===== src/rtl/rtst_pkg.sv =====
// Shared types and constants for the round-trip statistics tracker.
// Used by rtst_ctrl, rtst_dp and the top level round_trip_stats_tracker.
package rtst_pkg;

   localparam int SAMPLE_BITS = 24;
   localparam int COUNT_BITS  = 32;
   localparam int STEP_BITS   = $clog2(SAMPLE_BITS);
   localparam int RSP_BITS    = 3 * SAMPLE_BITS + COUNT_BITS;

   typedef enum logic [1:0] {
      ST_IDLE,
      ST_DIV,
      ST_MEAN,
      ST_OUT
   } state_type;

   // Commands from the controller to the datapath.
   typedef struct packed {
      logic take_sample;
      logic div_step;
      logic mean_update;
      logic out_load;
   } ctrl_cmd_type;

   // Status from the datapath to the controller.
   typedef struct packed {
      logic first_sample;
   } ctrl_sts_type;

endpackage


===== src/rtl/rtst_ctrl.sv =====
// Controller state machine for the round-trip statistics tracker.
// Depends on rtst_pkg; drives the rtst_dp datapath through command signals.
module rtst_ctrl (
   input  logic                  clock,
   input  logic                  reset,
   input  logic                  req_tvalid,
   output logic                  req_tready,
   output logic                  rsp_tvalid,
   input  logic                  rsp_tready,
   input  rtst_pkg::ctrl_sts_type sts,
   output rtst_pkg::ctrl_cmd_type cmd
);
   import rtst_pkg::*;

   state_type             state_ff, state_in;
   logic [STEP_BITS-1:0]  step_ff, step_in;
   logic                  rsp_valid_ff, rsp_valid_in;
   logic                  req_beat;

   assign req_tready = (state_ff == ST_IDLE);
   assign req_beat   = req_tvalid && req_tready;
   assign rsp_tvalid = rsp_valid_ff;

   // State, step counter and output valid registers.
   always_ff @(posedge clock) begin
      if (reset) begin
         state_ff     <= ST_IDLE;
         step_ff      <= '0;
         rsp_valid_ff <= 1'b0;
      end else begin
         state_ff     <= state_in;
         step_ff      <= step_in;
         rsp_valid_ff <= rsp_valid_in;
      end
   end

   // Next state and command decode.
   always_comb begin
      state_in         = state_ff;
      step_in          = step_ff;
      cmd              = '0;
      rsp_valid_in     = rsp_valid_ff && !rsp_tready;
      unique case (state_ff)
         ST_IDLE: begin
            if (req_beat) begin
               cmd.take_sample = 1'b1;
               step_in         = '0;
               state_in        = sts.first_sample ? ST_OUT : ST_DIV;
            end
         end
         ST_DIV: begin
            // One quotient bit per cycle, most significant first.
            cmd.div_step = 1'b1;
            step_in      = step_ff + 1'b1;
            if (step_ff == STEP_BITS'(SAMPLE_BITS - 1)) begin
               state_in = ST_MEAN;
            end
         end
         ST_MEAN: begin
            cmd.mean_update = 1'b1;
            state_in        = ST_OUT;
         end
         ST_OUT: begin
            // Load the result register once its previous beat has left.
            if (!rsp_valid_ff || rsp_tready) begin
               cmd.out_load = 1'b1;
               rsp_valid_in = 1'b1;
               state_in     = ST_IDLE;
            end
         end
         default: begin
            state_in = ST_IDLE;
         end
      endcase
   end

endmodule


===== src/rtl/rtst_dp.sv =====
// Datapath of the round-trip statistics tracker: statistic registers,
// a bit-serial restoring divider and the result register. Depends on rtst_pkg.
module rtst_dp (
   input  logic                               clock,
   input  logic                               reset,
   input  logic [rtst_pkg::SAMPLE_BITS-1:0]   sample,
   input  rtst_pkg::ctrl_cmd_type             cmd,
   output rtst_pkg::ctrl_sts_type             sts,
   output logic [rtst_pkg::RSP_BITS-1:0]      rsp_data
);
   import rtst_pkg::*;

   logic [SAMPLE_BITS-1:0] min_ff, min_in;
   logic [SAMPLE_BITS-1:0] max_ff, max_in;
   logic [SAMPLE_BITS-1:0] mean_ff, mean_in;
   logic [COUNT_BITS-1:0]  count_ff, count_in;
   logic                   up_ff, up_in;
   logic [COUNT_BITS-1:0]  rem_ff, rem_in;
   logic [SAMPLE_BITS-1:0] quot_ff, quot_in;
   logic [RSP_BITS-1:0]    out_ff, out_in;
   logic                   first;
   logic                   up_now;
   logic [SAMPLE_BITS-1:0] mag;
   logic [COUNT_BITS:0]    trial;
   logic [COUNT_BITS:0]    diff;

   assign first            = (count_ff == '0);
   assign sts.first_sample = first;
   assign rsp_data         = out_ff;

   // Distance of the new sample from the mean and its direction.
   assign up_now = (sample >= mean_ff);
   assign mag    = up_now ? (sample - mean_ff) : (mean_ff - sample);

   // One restoring division step: shift in the next dividend bit, try subtract.
   assign trial = {rem_ff, quot_ff[SAMPLE_BITS-1]};
   assign diff  = trial - {1'b0, count_ff};

   // Count register, cleared by reset.
   always_ff @(posedge clock) begin
      if (reset) begin
         count_ff <= '0;
      end else begin
         count_ff <= count_in;
      end
   end

   // Payload registers.
   always_ff @(posedge clock) begin
      min_ff  <= min_in;
      max_ff  <= max_in;
      mean_ff <= mean_in;
      up_ff   <= up_in;
      rem_ff  <= rem_in;
      quot_ff <= quot_in;
      out_ff  <= out_in;
   end

   // Next values of statistics, divider and result register.
   always_comb begin
      min_in   = min_ff;
      max_in   = max_ff;
      mean_in  = mean_ff;
      count_in = count_ff;
      up_in    = up_ff;
      rem_in   = rem_ff;
      quot_in  = quot_ff;
      out_in   = out_ff;
      if (cmd.take_sample) begin
         if (first) begin
            min_in   = sample;
            max_in   = sample;
            mean_in  = sample;
            count_in = COUNT_BITS'(1);
         end else begin
            if (sample < min_ff) begin
               min_in = sample;
            end
            if (sample > max_ff) begin
               max_in = sample;
            end
            // The count holds at its maximum instead of wrapping.
            if (count_ff != '1) begin
               count_in = count_ff + 1'b1;
            end
            up_in   = up_now;
            rem_in  = '0;
            quot_in = mag;
         end
      end
      if (cmd.div_step) begin
         if (!diff[COUNT_BITS]) begin
            rem_in  = diff[COUNT_BITS-1:0];
            quot_in = {quot_ff[SAMPLE_BITS-2:0], 1'b1};
         end else begin
            rem_in  = trial[COUNT_BITS-1:0];
            quot_in = {quot_ff[SAMPLE_BITS-2:0], 1'b0};
         end
      end
      if (cmd.mean_update) begin
         mean_in = up_ff ? (mean_ff + quot_ff) : (mean_ff - quot_ff);
      end
      if (cmd.out_load) begin
         out_in = {count_ff, mean_ff, max_ff, min_ff};
      end
   end

endmodule


===== src/rtl/round_trip_stats_tracker.sv =====
// Round-trip statistics tracker: min, max, running mean and sample count.
// rsp_tvalid is registered; it rises once the controller has gone from ST_IDLE to
// ST_OUT for the first sample after reset, or through ST_DIV (bit-serial divider),
// ST_MEAN and ST_OUT for later ones. No new sample is taken until back in ST_IDLE.
// Reset: synchronous, active high; clears the count so the next sample is first.
// Depends on rtst_pkg, rtst_ctrl and rtst_dp.
module round_trip_stats_tracker (
   input  logic         clock,
   input  logic         reset,
   input  logic         req_tvalid,
   output logic         req_tready,
   input  logic [23:0]  req_tdata,   // [23:0] rtt_us
   output logic         rsp_tvalid,
   input  logic         rsp_tready,
   output logic [103:0] rsp_tdata    // [23:0] min_us, [47:24] max_us,
                                     // [71:48] mean_us, [103:72] sample_count
);
   import rtst_pkg::*;

   ctrl_cmd_type cmd;
   ctrl_sts_type sts;

   // Sequencing of one sample through update, division and output.
   rtst_ctrl u_ctrl (
      .clock      (clock),
      .reset      (reset),
      .req_tvalid (req_tvalid),
      .req_tready (req_tready),
      .rsp_tvalid (rsp_tvalid),
      .rsp_tready (rsp_tready),
      .sts        (sts),
      .cmd        (cmd)
   );

   // Statistic registers, divider and result register.
   rtst_dp u_dp (
      .clock    (clock),
      .reset    (reset),
      .sample   (req_tdata[SAMPLE_BITS-1:0]),
      .cmd      (cmd),
      .sts      (sts),
      .rsp_data (rsp_tdata)
   );

endmodule


===== config.mk =====
export PLATFORM = sky130hd
export DESIGN_NAME = round_trip_stats_tracker
export DESIGN_NICKNAME = d
export VERILOG_FILES = /design/src/rtl/rtst_pkg.sv /design/src/rtl/rtst_ctrl.sv /design/src/rtl/rtst_dp.sv /design/src/rtl/round_trip_stats_tracker.sv
export SDC_FILE = /design/constraint.sdc
export NUM_CORES = 1
export LEC_CHECK = 0
export BUFFER_PORTS_ARGS = -buffer_cell sky130_fd_sc_hd__buf_2
export CAP_MARGIN = 0
export CORE_MARGIN = 1.5
export CORE_UTILIZATION = 39
export DETAILED_ROUTE_END_ITERATION = 10
export HOLD_SLACK_MARGIN = 0.05
export PLACE_DENSITY_LB_ADDON = 0.25
export SYNTH_ARGS = -nofsm -noshare
export SYNTH_HDL_FRONTEND = slang
export SYNTH_SLANG_ARGS = --single-unit

===== constraint.sdc =====
create_clock -name clock -period 18.25 [get_ports clock]
set_clock_uncertainty 0.1 [all_clocks]
set_input_delay 2.7375 -clock clock [delete_from_list [all_inputs] [get_ports clock]]
set_output_delay 2.7375 -clock clock [all_outputs]
set_load 0.01 [all_outputs]

==> results.txt <==
Resized Gates After CTS - 0
TritonCTS clock tree - yes
Post-CTS Setup Inserts - 0
cell count after synthesis - 1739
Worst-Margin Slew - 1000 ps
CP Capture Type - flip-flop
Die Y - 214 um
final core area utilization - 0.448
GP Congestion - 0.915
RSZ-0062 raised after global routing - no
Congestion Overflow GR - 0
Synth Warn # - 0
routed wire length per instance - 20.0 um
synthesized area - 17400 um2
initial core utilization - 0.394
Crit path max-delay family - compound AO/OA/AOI/OAI gates
Longest Clk Path Bufs - 3
Final Routed Wirelength - 49500 um
reg2reg end - u_dp.mean_ff[23]
setup_tns - 0 ps
Worst path max stage delay - 470 ps
crit path max-delay cell type - ha_1
Final nets - 2048
P per Cell Area - 193 nW/um2
FF-to-FF setup slack - 13060 ps
die area - 45800 um2
Hold Path Depth - 0
hold_buf cts - 0
setup violators final - 0
syn_nets - 1933
Max rail drop VDD - 0.0000880 V
stages on the worst setup path - 13
placed cell count - 2414
Hold WS - 346 ps
Leak Pwr - 8.05 nW
clock sinks - 273
Hold Path Origin - u_dp.min_ff[2]
Max FO, Critical Path - 16
Min-Delay Endpoint - u_dp.rsp_data[2]
crit-path cells - buf_2 > inv_1 > ha_1 > a211oi_1 > o21ai_1 > a211oi_1 > o21a_1 > nand3_1 > nand2_2 > inv_2 > mux2_1 > a2111o_1 > nand3_1
worst path bufs/invs - 3
crit path kind - primary input to flip-flop
area of the multi-input gates - 8760 um2
Buffers on Ports - 133
Area Overhead vs Synth - 13.6%
Die X-Extent - 214 um
register area - 7800 um2
clk slew on worst S/H paths - 70 ps
period utilization - 0.327
Hold WC Path Type - flip-flop to flip-flop
area leader, netlist - edfxtp_1
GRT Util Overall - 0.212
reg2reg path depth - 17
Layout fillers - 4224
vias per cell - 5.57
Worst slew margin - 0.332
Synth area leaders - edfxtp_1 (40%), ha_1 (12%), dfxtp_1 (4.6%), a21oi_1 (4.0%), xnor2_1 (3.8%)
CTS Root Buffer Type - clkbuf_16
final-report hold violation count - 0
DRT Pass-1 Iters - 5
max-cap violations - 0
Post-synth EDFFs - 233
Async SR Flop Fraction - 0
post-route minimum period - 5960 ps
status - completed
Avg Cell Area, Syn - 10.0 um2
Crit path arrival time - 6300 ps
total number of vias - 13771
largest net degree at the start of global routing - 77
#FFs+latches synth - 273
share of the synthesized area in the top cell type - 0.403
Ports - 134
FMAX - 0.168 GHz
Synth Flop Type - edfxtp_1
core box area - 44100 um2
vias in the first global route - 12971
worst flop-to-flop path startpoint - u_dp.quot_ff[5]
CTS buffer count - 30
Critical path origin - req_tdata[17]
WP data required - 18590 ps
antenna-violating nets left - 0
Clk Latency, worst-skew pair - 570 ps
Final Instance Count excl. Fillers - 2471
post-synth cell types - 82
fraction of layout cells with a size suffix above 1 - 0.124
CP startpoint kind - primary input
# H-tree levels - 1
Slew Viols, Final - 0
DR iter-0 viols - 1249
first-pass GRT wire length - 77100 um
FP Rows - 77
initial antenna violation count - 0
sequential area share after synthesis - 0.449
DRC - 0
HPWL reported at the end of detailed placement - 37000 um
[worst reg2reg max path: stages, from the launching register on]
cell       delay, ps
edfxtp_1         450
or3_1            440
nor3_2           210
nand2_1          160
nor2_1           110
nand2_1          190
nand2b_1         170
xnor2_1           80
ha_1             390
a21oi_1          170
o21ai_0          150
a2111oi_1        800
o31ai_1          390
a21o_1           260
a21o_1           210
a21oi_1          270
xnor2_1          130
mux2_2           270
[through the flow]
step	cell area (um2)	power, mW	setup slack (ps)
after floorplan	17400	2.58	10160
after global placement	18700	3.11	11830
after detailed placement	18700	3.12	11750
after CTS	19700	3.81	12350
after global routing	19700	4.10	12050
final	19700	3.82	12290
[power by group]
group / total [mW] / internal [mW] / switching, mW
sequential: 1.09 / 0.950 / 0.143
combinational: 2.06 / 0.790 / 1.27
clock: 0.667 / 0.402 / 0.265
total: 3.82 / 2.14 / 1.68
[registers in the layout, indices dropped and copies added, names as in the netlist]
name,cells
u_ctrl.state_ff,2
u_dp.up_ff,1
u_dp.rsp_data,104
u_dp.min_ff,24
u_dp.rem_ff,32
u_dp.mean_ff,24
u_ctrl.step_ff,5
u_ctrl.rsp_tvalid,1
u_dp.count_ff,32
u_dp.quot_ff,24
u_dp.max_ff,24
[cells in the mapped netlist, types with 6 or more instances]
| cell | count |
|---|---|
| mux2_2 | 14 |
| o21a_1 | 16 |
| dfxtp_1 | 40 |
| nor4_1 | 17 |
| o21ai_0 | 64 |
| nor3_1 | 39 |
| xor2_1 | 38 |
| or3_1 | 13 |
| nand2_1 | 93 |
| a211o_1 | 8 |
| nand3_1 | 62 |
| a21o_1 | 67 |
| clkbuf_1 | 45 |
| nor2_1 | 129 |
| o21bai_1 | 9 |
| buf_2 | 13 |
| mux2i_1 | 25 |
| a211oi_1 | 17 |
| nand4_1 | 31 |
| a21oi_1 | 138 |
| and2_1 | 7 |
| and3_1 | 20 |
| edfxtp_1 | 233 |
| o2111ai_1 | 6 |
| xnor2_1 | 75 |
| inv_1 | 161 |
| a31oi_1 | 21 |
| o21ai_1 | 37 |
| nor2b_1 | 17 |
| nand2b_1 | 20 |
| o31ai_1 | 10 |
| ha_1 | 162 |
[how the worst max path moves through the flow]
stage | endpoint | slack, ps
6_report | u_dp.quot_ff[10] | 12290
3_3_place_gp | u_dp.quot_ff[10] | 11830
4_1_cts | u_dp.quot_ff[10] | 12350
2_1_floorplan | u_dp.rsp_data[0] | 10160
3_5_place_dp | u_dp.quot_ff[10] | 11750
5_1_grt | u_dp.quot_ff[10] | 12050
[cell usage in the layout (no fill, tap or decap), types with 7 or more instances in the layout]
cell type	instances
and3_1	20
xor2_1	38
or3_1	13
inv_1	160
nor2_1	129
buf_4	13
a211oi_1	17
ha_1	162
clkbuf_16	31
nand2b_1	19
a21oi_1	137
mux2_2	14
a21o_1	67
nand2_1	93
and2_1	7
a211o_1	8
nand4_1	31
nor4_1	17
o21bai_1	9
xnor2_1	75
o21ai_1	37
o31ai_1	9
a31oi_1	20
o21a_1	16
nor2b_1	16
edfxtp_1	233
dfxtp_1	40
nand3_1	62
o21ai_0	63
nor3_1	39
buf_2	133
mux2i_1	25
[cells by family (layout without fill, tap and decap cells)]
group,Yosys count,in the layout,synth area share
AOI/OAI and AO/OA,452,452,0.166
muxes,40,40,0.0241
DFF,273,273,0.449
other,0,1,0
and+or+nand+nor,469,469,0.133
buffers and inverters,226,365,0.0506
adders and majority gates,166,166,0.121
xor gates and xnor gates,113,113,0.0569
[layer usage]
metal  global-route usage  wire length, um  vias up
li1                     -                -     6578
met1                0.338            25300     6708
met2                0.300            20100      434
met3               0.0312             3260       51
met4               0.0444              839        0
met5                    0                0        -
[cell type report]
cell class	instances	area share
antenna	1	0.000127
sequential	273	0.395
tap	592	0.0375
timing repair buffer	146	0.0387
inverter	163	0.0310
multi-input combinational	1240	0.444
clock buffer	37	0.0414
clock inverter	19	0.0129
No activity file was read; power rests on OpenSTA's default activity.
